===== src/hdl/smpc_pkg.sv =====
package smpc_pkg;

	// Default control tick rate and the width that holds any allowed rate.
	localparam int SAMPLE_RATE_HZ_DEF = 1000;
	localparam int SR_W = 17;

	// Gain registers are unsigned Q15.16 with 31 bits.
	localparam int GAIN_W = 31;
	localparam int CFG_IDX_W = 3;

	// Configuration register indexes.
	typedef enum logic [CFG_IDX_W-1:0] {
		REG_MODE,
		REG_GAIN_J,
		REG_GAIN_K,
		REG_SURF_GAIN,
		REG_INT_GAIN,
		REG_EPS,
		REG_SAT_LIMIT,
		REG_DRIVE_MAX
	} reg_idx_t;

	// Input and result payloads.
	typedef struct packed {
		logic signed [31:0] target_pos;
		logic signed [31:0] measured_pos;
		logic signed [31:0] measured_vel;
		logic [30:0] deadband_width;
	} in_t;

	typedef struct packed {
		logic signed [31:0] drive;
		logic signed [31:0] surface;
		logic in_deadband;
		logic clamped;
	} out_t;

	// Operand pairs of the shared gain multiplier.
	typedef enum logic [2:0] {
		MS_EC,
		MS_IC,
		MS_TH,
		MS_EVC,
		MS_EC2,
		MS_SK,
		MS_SSE,
		MS_UJ
	} mul_sel_t;

	// Accumulator operations.
	typedef enum logic [2:0] {
		ACC_HOLD,
		ACC_EV,
		ACC_ZERO,
		ACC_ADD,
		ACC_SUB
	} acc_op_t;

	// Divider operand pairs.
	typedef enum logic {
		DIV_INTEG,
		DIV_SAT
	} div_sel_t;

	// Controller states.
	typedef enum logic [4:0] {
		S_IDLE,
		S_RATE,
		S_ERR,
		S_DIVI,
		S_WDIVI,
		S_M_EC,
		S_W_EC,
		S_M_IC,
		S_W_IC,
		S_SURF,
		S_M_TH,
		S_W_TH,
		S_SATC,
		S_WDIVS,
		S_M_EVC,
		S_W_EVC,
		S_M_EC2,
		S_W_EC2,
		S_M_SK,
		S_W_SK,
		S_M_SSE,
		S_W_SSE,
		S_M_UJ,
		S_W_UJ,
		S_OUT
	} state_t;

	// Commands from the controller to the datapath.
	typedef struct packed {
		logic load;
		logic rate_en;
		logic err_en;
		logic mul_start;
		mul_sel_t mul_sel;
		acc_op_t acc_op;
		logic surf_en;
		logic th_en;
		logic sat_en;
		logic div_start;
		div_sel_t div_sel;
		logic integ_en;
		logic ss_div_en;
		logic out_en;
	} cmd_t;

	// Status from the datapath to the controller.
	typedef struct packed {
		logic mode;
		logic dead;
		logic mul_done;
		logic div_done;
		logic need_div;
		logic out_free;
	} sts_t;

endpackage


===== src/hdl/smpc_ctrl.sv =====
module smpc_ctrl (
	input  logic clk,
	input  logic arst_n,
	input  logic in_valid,
	output logic in_stall,
	input  smpc_pkg::sts_t sts,
	output smpc_pkg::cmd_t cmd
);
	import smpc_pkg::*;

	state_t state_q, state_d;

	// State register.
	always_ff @(posedge clk or negedge arst_n) begin
		if (!arst_n) begin
			state_q <= S_IDLE;
		end else begin
			state_q <= state_d;
		end
	end

	// Sequence of one tick: rate, errors, surface, switching term, drive; inside the deadband straight to the output.
	always_comb begin
		state_d = state_q;
		cmd = '0;
		cmd.mul_sel = MS_EC;
		cmd.acc_op = ACC_HOLD;
		cmd.div_sel = DIV_INTEG;
		unique case (state_q)
			S_IDLE: begin
				if (in_valid) begin
					cmd.load = 1'b1;
					state_d = S_RATE;
				end
			end
			S_RATE: begin
				cmd.rate_en = 1'b1;
				state_d = S_ERR;
			end
			S_ERR: begin
				cmd.err_en = 1'b1;
				if (sts.dead) state_d = S_OUT;
				else if (sts.mode) state_d = S_DIVI;
				else state_d = S_M_EC;
			end
			S_DIVI: begin
				cmd.div_start = 1'b1;
				state_d = S_WDIVI;
			end
			S_WDIVI: begin
				if (sts.div_done) begin
					cmd.integ_en = 1'b1;
					state_d = S_M_EC;
				end
			end
			S_M_EC: begin
				cmd.mul_start = 1'b1;
				cmd.acc_op = ACC_EV;
				state_d = S_W_EC;
			end
			S_W_EC: begin
				if (sts.mul_done) begin
					cmd.acc_op = ACC_ADD;
					state_d = sts.mode ? S_M_IC : S_SURF;
				end
			end
			S_M_IC: begin
				cmd.mul_start = 1'b1;
				cmd.mul_sel = MS_IC;
				state_d = S_W_IC;
			end
			S_W_IC: begin
				if (sts.mul_done) begin
					cmd.acc_op = ACC_ADD;
					state_d = S_SURF;
				end
			end
			S_SURF: begin
				cmd.surf_en = 1'b1;
				cmd.acc_op = ACC_ZERO;
				state_d = S_M_TH;
			end
			S_M_TH: begin
				cmd.mul_start = 1'b1;
				cmd.mul_sel = MS_TH;
				state_d = S_W_TH;
			end
			S_W_TH: begin
				if (sts.mul_done) begin
					cmd.th_en = 1'b1;
					state_d = S_SATC;
				end
			end
			S_SATC: begin
				cmd.sat_en = 1'b1;
				if (sts.need_div) begin
					cmd.div_start = 1'b1;
					cmd.div_sel = DIV_SAT;
					state_d = S_WDIVS;
				end else begin
					state_d = S_M_EVC;
				end
			end
			S_WDIVS: begin
				if (sts.div_done) begin
					cmd.ss_div_en = 1'b1;
					state_d = S_M_EVC;
				end
			end
			S_M_EVC: begin
				cmd.mul_start = 1'b1;
				cmd.mul_sel = MS_EVC;
				state_d = S_W_EVC;
			end
			S_W_EVC: begin
				if (sts.mul_done) begin
					cmd.acc_op = ACC_SUB;
					state_d = sts.mode ? S_M_EC2 : S_M_SK;
				end
			end
			S_M_EC2: begin
				cmd.mul_start = 1'b1;
				cmd.mul_sel = MS_EC2;
				state_d = S_W_EC2;
			end
			S_W_EC2: begin
				if (sts.mul_done) begin
					cmd.acc_op = ACC_SUB;
					state_d = S_M_SK;
				end
			end
			S_M_SK: begin
				cmd.mul_start = 1'b1;
				cmd.mul_sel = MS_SK;
				state_d = S_W_SK;
			end
			S_W_SK: begin
				if (sts.mul_done) begin
					cmd.acc_op = ACC_SUB;
					state_d = S_M_SSE;
				end
			end
			S_M_SSE: begin
				cmd.mul_start = 1'b1;
				cmd.mul_sel = MS_SSE;
				state_d = S_W_SSE;
			end
			S_W_SSE: begin
				if (sts.mul_done) begin
					cmd.acc_op = ACC_SUB;
					state_d = S_M_UJ;
				end
			end
			S_M_UJ: begin
				cmd.mul_start = 1'b1;
				cmd.mul_sel = MS_UJ;
				state_d = S_W_UJ;
			end
			S_W_UJ: begin
				if (sts.mul_done) state_d = S_OUT;
			end
			S_OUT: begin
				if (sts.out_free) begin
					cmd.out_en = 1'b1;
					state_d = S_IDLE;
				end
			end
			default: state_d = S_IDLE;
		endcase
	end

	assign in_stall = (state_q != S_IDLE);

	// The multiplier and the divider are never started together.
	a_one_unit: assert property (@(posedge clk) disable iff (!arst_n)
		cmd.mul_start |-> !cmd.div_start)
		else $error("multiplier and divider started together");

	// A result is never written over one that waits for transfer.
	a_out_free: assert property (@(posedge clk) disable iff (!arst_n)
		cmd.out_en |-> sts.out_free)
		else $error("result register overwritten");

	// An accepted item always begins with the rate step.
	a_start: assert property (@(posedge clk) disable iff (!arst_n)
		cmd.load |=> state_q == S_RATE)
		else $error("tick did not start with the rate step");

endmodule


===== config.mk =====
export PLATFORM = sky130hd
export DESIGN_NAME = smpc_ctrl
export DESIGN_NICKNAME = d
export VERILOG_FILES = /design/src/hdl/smpc_pkg.sv /design/src/hdl/smpc_ctrl.sv
export SDC_FILE = /design/constraint.sdc
export NUM_CORES = 1
export LEC_CHECK = 0
export ABC_AREA = 1
export ABC_CLOCK_PERIOD_IN_PS = 2600
export BUFFER_PORTS_ARGS = -buffer_cell sky130_fd_sc_hd__buf_2
export CORE_MARGIN = 3
export CORE_UTILIZATION = 35
export CTS_BUF_LIST = sky130_fd_sc_hd__clkbuf_4
export CTS_CLUSTER_DIAMETER = 100
export DETAILED_ROUTE_END_ITERATION = 16
export PLACE_DENSITY = 0.65
export SYNTH_ARGS = -nofsm -noshare
export SYNTH_HDL_FRONTEND = slang
export SYNTH_SLANG_ARGS = --single-unit

===== constraint.sdc =====
create_clock -name clk -period 2.6 [get_ports clk]
set_input_delay 0.65 -clock clk [delete_from_list [all_inputs] [get_ports clk]]
set_output_delay 0.65 -clock clk [all_outputs]
set_load 0.01 [all_outputs]

==> results.py, run 1 <==
metrics = {
    "detailed_routing": {
        "drc": 0,
        "vias_per_cell": 5.01,
        "first_pass_iters": 4,
        "wl_per_cell_um": 11.9,
        "vias": 1013,
        "ant_nets": 0,
        "wirelength_um": 2400,
        "drtIter0Drc": 24,
    },
    "synth": {
        "syn_avg_cell_area_sq_um": 5.55,
        "ys_types": 24,
        "ys_seq_elements": 5,
        "yosys.area_share.simple_pct": 60.4,
        "synthAdderAreaFrac_pct": 0,
        "synthXorXnorAreaFrac_pct": 0,
        "syn_inst": 148,
        "synth_top_family_by_area": "simple AND/OR/NAND/NOR gates",
        "ys_seq_area_share_pct": 15.2,
        "synth_compound_area_share_pct": 9.13,
        "synth_top_area_share_pct": 20.1,
        "yosysWarnings": 0,
        "post-synth-top-area-cell": "nand2_1",
        "synthMuxAreaShare_pct": 0,
        "syn-num-nets": 157,
        "synth_area_leaders": "nand2_1, dfrtp_1, nor2_1, nand2_2, inv_1",
        "mappedNetlistArea_sq_um": 822,
    },
    "final_layout": {
        "final_area_sq_um": 983,
        "final_util_pct": 47.2,
        "areaGrowthSynthToFinish_pct": 19.6,
        "antenna_cells": 0,
        "largest_reg_flops": 5,
        "finalNetCount": 185,
        "largest_register": "state_q",
        "layout-drive-gt1-share_pct": 34.3,
        "reg_top3": "state_q x5",
    },
    "global_routing": {
        "grt_pass1_vias": 853,
        "grt_usage_pct": 16.8,
        "grt_first_pass_wirelength_um": 3700,
        "antenna_found_initial": 0,
        "globalRoute.totalOverflow": 0,
        "grt_max_degree": 11,
    },
    "clock_tree": {
        "clk_pin_slew_ns": 0.05,
        "clk_path_buf_depth": 2,
        "clock_latency_ns": 0.24,
        "hold_buffers": 0,
        "ctsResizeCount": 0,
        "clock-root-buffer": "clkbuf_4",
        "htreeDepth": 1,
        "post_cts_buffers": 0,
        "cts_tree": "yes",
        "numCtsBuffers": 3,
        "clock_sinks": 5,
    },
    "critical_path": {
        "cp.arrival_ns": 1.76,
        "critPathTopFamily": "simple AND/OR/NAND/NOR gates",
        "cp.required_ns": 1.95,
        "reg2reg_from": "state_q[4]",
        "crit_path_end_kind": "output port",
        "cpMostUsedCell": "nand2_2",
        "critPathBufInv": 2,
        "path_cells": "inv_6 -> nand2_2 -> nor2_2 -> nand2_2 -> nand2_2 -> nand2_1 -> o21ai_0 -> buf_2",
        "cp_slowest_stage_delay_ns": 0.56,
        "worstPathMaxFanout": 10,
        "cp-start-kind": "flop",
        "worstRegToRegCells": 10,
        "slowest_stage": "dfrtp_1",
        "r2r_end": "state_q[3]",
        "regToRegSetupSlack_ns": 0.92,
        "critPathKind": "flop to output port",
    },
    "timing": {
        "fin_crit_ns": 2.41,
        "skew_ns": 0.00612,
        "fin_crit_sh_pct": 92.7,
        "worstMarginPinSlew_ns": 0.527,
        "final_hold_viol_count": 0,
        "finalSetupTns_ns": 0,
        "hold_slack_ns": 0.214,
        "fmax_mhz": 415,
        "finalWorstSetupSlack_ns": 0.189,
        "slew_viol_final": 0,
        "setup_viol": 0,
        "relSlewSlack_pct": 64.8,
        "grt_setup_unrepaired": "false",
    },
    "power_and_ir_drop": {
        "comb_power_share_pct": 69.7,
        "power.switching_uw": 618,
        "p_int_uw": 432,
        "p_clk_share_pct": 9.7,
        "sw_frac_of_total_pct": 58.9,
        "p_leak_nw": 0.598,
        "ir_drop_mv": 0.448,
        "pwr_density_cell_nw_per_um2": 1070,
        "power_frac_seq_pct": 20.6,
    },
    "place": {
        "gp_congestion": 0.914,
        "dp_hpwl_um": 1970,
        "io_buffers": 27,
        "dp_worst_setup_slack_ns": 0.493,
        "postPlaceCellArea_sq_um": 953,
    },
    "floorplan": {
        "rows": 16,
        "die_y_um": 54.5,
        "ios": 28,
        "die-area_sq_um": 2970,
        "coreArea_sq_um": 2080,
        "start_util_pct": 39.5,
        "dieWidth_um": 54.5,
    },
    "status": {
        "outcome": "finished, final reports clean",
    },
    "min_path": {
        "hold_path_class": "primary input to asynchronous set/reset pin",
    },
    "flow_run": {
        "max_cap_viol_count": 0,
    },
}
[power by group through the flow]
stage | Clock, mW | Combinational [mW] | Sequential [mW]
after global routing | 0.108 | 0.819 | 0.221
after floorplan | 0 | 0.642 | 0.133
after global placement | 0 | 0.733 | 0.211
after CTS | 0.104 | 0.735 | 0.213
after detailed placement | 0 | 0.730 | 0.215
final | 0.102 | 0.732 | 0.216
[placed cells by master, fill, tap and decap left out, types with 2 or more instances in the layout]
cell	Yosys	final
nand2_1	44	44
buf_2	0	27
nor2_1	23	23
inv_1	16	16
nand2_2	10	10
nor2_2	8	8
nand3_1	8	8
o21ai_0	5	5
dfrtp_1	5	5
inv_2	4	4
nand4_1	4	4
clkbuf_4	0	4
nor2_4	3	3
a21oi_1	3	3
o21ai_1	2	2
[synth_stat cells]
cell type,count
nand2_2,10
o21ai_1,2
nor3_1,1
buf_4,2
o2111ai_1,1
inv_1,16
o21ai_0,5
a21oi_2,1
a21oi_1,3
nand3b_1,1
nor2_1,23
dfrtp_1,5
buf_6,2
o211ai_1,1
nor2_2,8
nor2_4,3
clkinv_1,1
nand2_1,44
nand4_1,4
nand3_1,8
nand3_2,1
inv_2,4
nand2_4,1
inv_6,1
[worst max path at each step]
| stage | slack, ns | depth (start not counted) | start | end |
|---|---|---|---|---|
| 2_1_floorplan | 0.79 | 6 | state_q[4] | cmd[4] |
| 3_3_place_gp | 0.49 | 8 | state_q[4] | cmd[9] |
| 3_5_place_dp | 0.49 | 8 | state_q[4] | cmd[9] |
| 4_1_cts | 0.22 | 8 | state_q[4] | cmd[9] |
| 5_1_grt | 0.11 | 8 | state_q[4] | cmd[9] |
| 6_report | 0.19 | 8 | state_q[4] | cmd[9] |
[cell families (layout without fill, tap and decap cells)]
family | Yosys count | in the layout
buffers and inverters | 26 | 53
DFF | 5 | 5
and+or+nand+nor | 104 | 104
AOI/OAI and AO/OA | 13 | 13
[through the flow]
stage	total power, mW	cells
floorplan	0.775	148
global placement	0.944	198
detailed placement	0.946	198
CTS	1.05	202
global route	1.15	202
finish	1.05	202
[metal layers]
layer | GRT usage, % | vias to the layer above | share of wire (%)
li1 | - | 515 | -
met4 | 3.73 | 0 | 0.83
met5 | 0 | - | 0
met1 | 21.5 | 451 | 42
met2 | 30.1 | 43 | 49
met3 | 1.63 | 4 | 7.4
[area by class of cell]
class | count | area, sq um
Fill cell | 242 | 1100
Multi-Input combinational cell | 117 | 572
Timing Repair Buffer | 27 | 135
Sequential cell | 5 | 125
Inverter | 22 | 87.6
Tap cell | 27 | 33.8
Clock buffer | 4 | 30.0
Note: power is estimated with default switching activity, not from simulation.
==> run 2, diff against run 1 <==
CAP_MARGIN = 30   (was default)
CELL_PAD_IN_SITES_DETAIL_PLACEMENT = 1   (was default)
CELL_PAD_IN_SITES_GLOBAL_PLACEMENT = 1   (was default)
PLACE_DENSITY = 0.91   (was 0.65)
==> run 2 against run 1 <==
Net effect:
- total power is 3.2% higher
- first-iteration DRC count down 67%
- routed wire length up 19%
- hold slack better by 0.0017 ns
- combinational power is 4.1% higher
- largest cell class unchanged
==> results.py, run 2 (synthesis results as in run 1) <==
metrics = {
    "status": {
        "outcome": "finished, final reports clean",
    },
    "detailed_routing": {
        "drc": 0,
        "vias_per_cell": 5.10,
        "wirelength_um": 2870,
        "wl_per_cell_um": 14.2,
        "drtIter0Drc": 8,
        "first_pass_iters": 4,
        "vias": 1031,
        "ant_nets": 0,
    },
    "global_routing": {
        "antenna_found_initial": 0,
        "grt_max_degree": 11,
        "grt_pass1_vias": 1083,
        "grt_usage_pct": 21.7,
        "grt_first_pass_wirelength_um": 4730,
        "globalRoute.totalOverflow": 0,
    },
    "clock_tree": {
        "htreeDepth": 1,
        "ctsResizeCount": 0,
        "clock_latency_ns": 0.24,
        "hold_buffers": 0,
        "clk_path_buf_depth": 2,
        "clock-root-buffer": "clkbuf_4",
        "post_cts_buffers": 0,
        "numCtsBuffers": 3,
        "clock_sinks": 5,
        "cts_tree": "yes",
        "clk_pin_slew_ns": 0.05,
    },
    "timing": {
        "final_hold_viol_count": 0,
        "skew_ns": 0.00205,
        "setup_viol": 0,
        "grt_setup_unrepaired": "false",
        "finalSetupTns_ns": 0,
        "relSlewSlack_pct": 65.2,
        "fmax_mhz": 411,
        "fin_crit_sh_pct": 93.6,
        "slew_viol_final": 0,
        "worstMarginPinSlew_ns": 0.522,
        "fin_crit_ns": 2.43,
    },
    "flow_run": {
        "max_cap_viol_count": 0,
    },
    "critical_path": {
        "cp_slowest_stage_delay_ns": 0.56,
        "cp-start-kind": "flop",
        "cpMostUsedCell": "nand2_2",
        "critPathKind": "flop to output port",
        "worstPathMaxFanout": 10,
        "path_cells": "inv_6 -> nand2_2 -> nor2_2 -> nand2_2 -> nand2_2 -> nand2_1 -> o21ai_0 -> buf_2",
        "regToRegSetupSlack_ns": 0.85,
        "r2r_end": "state_q[1]",
        "worstSetupEndpoint": "cmd[9]",
        "slowest_stage": "dfrtp_1",
        "reg2reg_from": "state_q[4]",
        "critPathTopFamily": "simple AND/OR/NAND/NOR gates",
        "crit_path_end_kind": "output port",
        "startpoint": "state_q[4]",
        "critPathBufInv": 2,
        "worstRegToRegCells": 9,
        "cp.required_ns": 1.95,
        "cp.arrival_ns": 1.78,
        "cp_num_cells": 8,
    },
    "power_and_ir_drop": {
        "ir_drop_mv": 0.545,
        "total_power_mw": 1.08,
        "pwr_density_cell_nw_per_um2": 1100,
        "p_leak_nw": 0.598,
    },
    "final_layout": {
        "multi_input_area_sq_um": 572,
        "antenna_cells": 0,
        "reg_top3": "state_q x5",
        "fillCellCount": 324,
        "largest_reg_flops": 5,
        "areaGrowthSynthToFinish_pct": 19.6,
        "seqCellArea_sq_um": 125,
        "layout-drive-gt1-share_pct": 34.3,
        "largest_register": "state_q",
        "layout_common_cells": "nand2_1, buf_2, nor2_1, inv_1, nand2_2",
        "layout.cells.non_filler": 202,
        "finalNetCount": 185,
        "final_common_cell": "nand2_1",
    },
    "floorplan": {
        "start_util_pct": 39.5,
        "die_y_um": 54.5,
        "coreArea_sq_um": 2080,
        "dieWidth_um": 54.5,
        "die-area_sq_um": 2970,
        "rows": 16,
        "ios": 28,
    },
    "place": {
        "dp_hpwl_um": 2380,
        "io_buffers": 27,
        "dp.cells": 198,
        "gp_congestion": 0.948,
    },
    "min_path": {
        "hold_path_class": "primary input to asynchronous set/reset pin",
    },
}
## run 2: cell counts in the layout (fill, tap and decap cells not counted)
No cell type changed its count.
## run 2: where the power goes
part	switching [mW]	internal (mW)	total, mW
Sequential	0.108	0.113	0.221
Combinational	0.511	0.250	0.762
Clock	0.0324	0.0685	0.101
## run 2: worst reg2reg max path, stage by stage, from the launching register on
cell and delay, ns:
dfrtp_1 0.66, inv_6 0.09, nor2_2 0.17, nand2_1 0.11, o21ai_1 0.17, nor2_1 0.12, nor2_4 0.11, nor2_4 0.06
nand2_1 0.09, nand2_1 0.06
## run 2: final cells by class
type                            instances  area share, %
Timing Repair Buffer                   27           13.7
Inverter                               22           8.91
Clock buffer                            4           3.05
Sequential cell                         5           12.7
Tap cell                               27           3.44
Multi-Input combinational cell        117           58.1
## run 2: how the worst min path moves through the flow
stage / endpoint / cells past startpoint / slack, ns
floorplan: state_q[0] / 0 / 0.35
global placement: state_q[4] / 1 / 0.47
detailed placement: state_q[4] / 1 / 0.47
CTS: state_q[3] / 1 / 0.21
global route: state_q[1] / 1 / 0.20
finish: state_q[3] / 1 / 0.22
## run 2: routing by layer
layer  vias up  global-route usage, %  wire (um)
met1       493                   24.4       1280
met5         -                      0          0
met4         0                   1.66          0
li1        512                      -          -
met3         0                   3.81        102
met2        26                   43.2       1490
## run 2: through the flow
stage               hold slack [ns]  utilization, %  area (sq um)  worst slack [ns]
floorplan                     0.354               -           822             0.788
global placement              0.467            45.8           953             0.466
detailed placement            0.472            45.8           953             0.424
CTS                           0.214            47.2           983             0.153
global route                  0.201            47.2           983            0.0245
finish                        0.216            47.2           983             0.167
==> run 3, diff against run 2 <==
CORE_MARGIN = default   (was 3)
SETUP_SLACK_MARGIN = 0.1   (was default)
==> run 3 against run 2 <==
Net effect:
- the run now ends with design-rule violations left
- utilization decreased by 2.7 points
- total power down 0.10%
- first-iteration DRC count is 100% higher
- worst setup slack better by 0.10 ns
- sequential cell count did not move
- critical path type unchanged
- critical endpoint unchanged
==> results.py, run 3 (synthesis results as in run 1) <==
metrics = {
    "power_and_ir_drop": {
        "ir_drop_mv": 0.479,
        "total_power_mw": 1.08,
        "pwr_density_cell_nw_per_um2": 1100,
        "p_leak_nw": 0.597,
    },
    "final_layout": {
        "final_common_cell": "nand2_1",
        "finalNetCount": 185,
        "largest_reg_flops": 5,
        "largest_register": "state_q",
        "layout.cells.non_filler": 203,
        "antenna_cells": 0,
        "layout_common_cells": "nand2_1, buf_2, nor2_1, inv_1, nand2_2",
        "areaGrowthSynthToFinish_pct": 19.9,
        "reg_top3": "state_q x5",
        "layout-drive-gt1-share_pct": 34.9,
    },
    "floorplan": {
        "dieWidth_um": 50.5,
        "ios": 28,
        "start_util_pct": 37.2,
        "die_y_um": 50.5,
        "coreArea_sq_um": 2210,
        "die-area_sq_um": 2550,
        "rows": 17,
    },
    "place": {
        "gp_congestion": 0.934,
        "dp_hpwl_um": 2330,
        "dp_worst_setup_slack_ns": 0.465,
        "io_buffers": 27,
        "dp.cells": 199,
    },
    "global_routing": {
        "grt_pass1_vias": 1052,
        "globalRoute.totalOverflow": 0,
        "grt_first_pass_wirelength_um": 4590,
        "grt_max_degree": 11,
        "antenna_found_initial": 0,
        "grt_usage_pct": 23.9,
    },
    "clock_tree": {
        "htreeDepth": 1,
        "clk_pin_slew_ns": 0.06,
        "clock_sinks": 5,
        "ctsResizeCount": 0,
        "clock_latency_ns": 0.25,
        "hold_buffers": 0,
        "numCtsBuffers": 3,
        "clock-root-buffer": "clkbuf_4",
        "cts_tree": "yes",
        "clk_path_buf_depth": 2,
        "post_cts_buffers": 0,
    },
    "status": {
        "outcome": "finished with violations",
        "violations": "design-rule violations",
    },
    "critical_path": {
        "cp.arrival_ns": 1.68,
        "worstPathMaxFanout": 10,
        "startpoint": "state_q[4]",
        "cp_slowest_stage_delay_ns": 0.51,
        "cp.required_ns": 1.95,
        "critPathTopFamily": "simple AND/OR/NAND/NOR gates",
        "path_cells": "inv_6 -> nand2_2 -> nor2_2 -> nand2_2 -> nand2_2 -> nand2_1 -> o21ai_0 -> buf_2",
        "cp-start-kind": "flop",
        "slowest_stage": "dfrtp_2",
        "cpMostUsedCell": "nand2_2",
        "critPathKind": "flop to output port",
        "reg2reg_from": "state_q[3]",
        "critPathBufInv": 2,
        "crit_path_end_kind": "output port",
    },
    "timing": {
        "skew_ns": 0.00973,
        "final_hold_viol_count": 0,
        "finalWorstSetupSlack_ns": 0.271,
        "slew_viol_final": 0,
        "fmax_mhz": 429,
        "worstMarginPinSlew_ns": 0.399,
        "setup_viol": 0,
        "fin_crit_ns": 2.33,
        "relSlewSlack_pct": 73.4,
        "fin_crit_sh_pct": 89.6,
        "finalSetupTns_ns": 0,
        "grt_setup_unrepaired": "false",
    },
    "detailed_routing": {
        "wl_per_cell_um": 13.9,
        "vias": 1038,
        "drtIter0Drc": 16,
        "ant_nets": 0,
        "drc": 2,
        "wirelength_um": 2820,
        "first_pass_iters": 10,
        "vias_per_cell": 5.11,
    },
    "min_path": {
        "hold_path_class": "primary input to asynchronous set/reset pin",
    },
    "flow_run": {
        "max_cap_viol_count": 0,
    },
}
==> run 3: changes by cell type in the layout (fill, tap and decap cells not counted) <==
cell     delta
dfrtp_2     +1
dfrtp_1     -1
==> run 3: power by group <==
group / internal, mW / leakage, nW / switching, mW / total (mW)
clock: 0.0688 / 0.0184 / 0.0377 / 0.106
sequential: 0.114 / 0.0625 / 0.105 / 0.219
combinational: 0.250 / 0.516 / 0.507 / 0.757
total: 0.433 / 0.597 / 0.649 / 1.08
==> run 3: layout make-up <==
cell class	instances	area, sq um
inverter	22	87.6
fill	337	1230
timing repair buffer	27	135
clock buffer	4	30.0
multi-input combinational	117	572
sequential	5	126
tap	28	35.0
==> run 3: final timing paths <==
path                               to  slack (ns)  depth (start not counted)
max reg2reg                state_q[0]        0.96                         10
max in group asynchronous  state_q[4]        2.24                          1
max                            cmd[9]        0.27                          8
min reg2reg                state_q[1]        0.66                          2
min                        state_q[0]        0.21                          1
min in group clk           state_q[1]        0.66                          2
==> run 3: through the flow <==
stage               area, sq um  utilization (%)  hold WS (ns)
finish                      986             44.6         0.211
global route                986             44.6         0.214
CTS                         985             44.5         0.214
detailed placement          955             43.2         0.475
global placement            955             43.2         0.470
floorplan                   822                -         0.354
==> run 3: routing by layer <==
layer	track usage [%]	wire [um]	share of wire [%]
met5	0	0	0
met4	5.09	37	1.3
met3	3.33	131	4.6
met2	45.6	1480	52
met1	27.8	1180	42
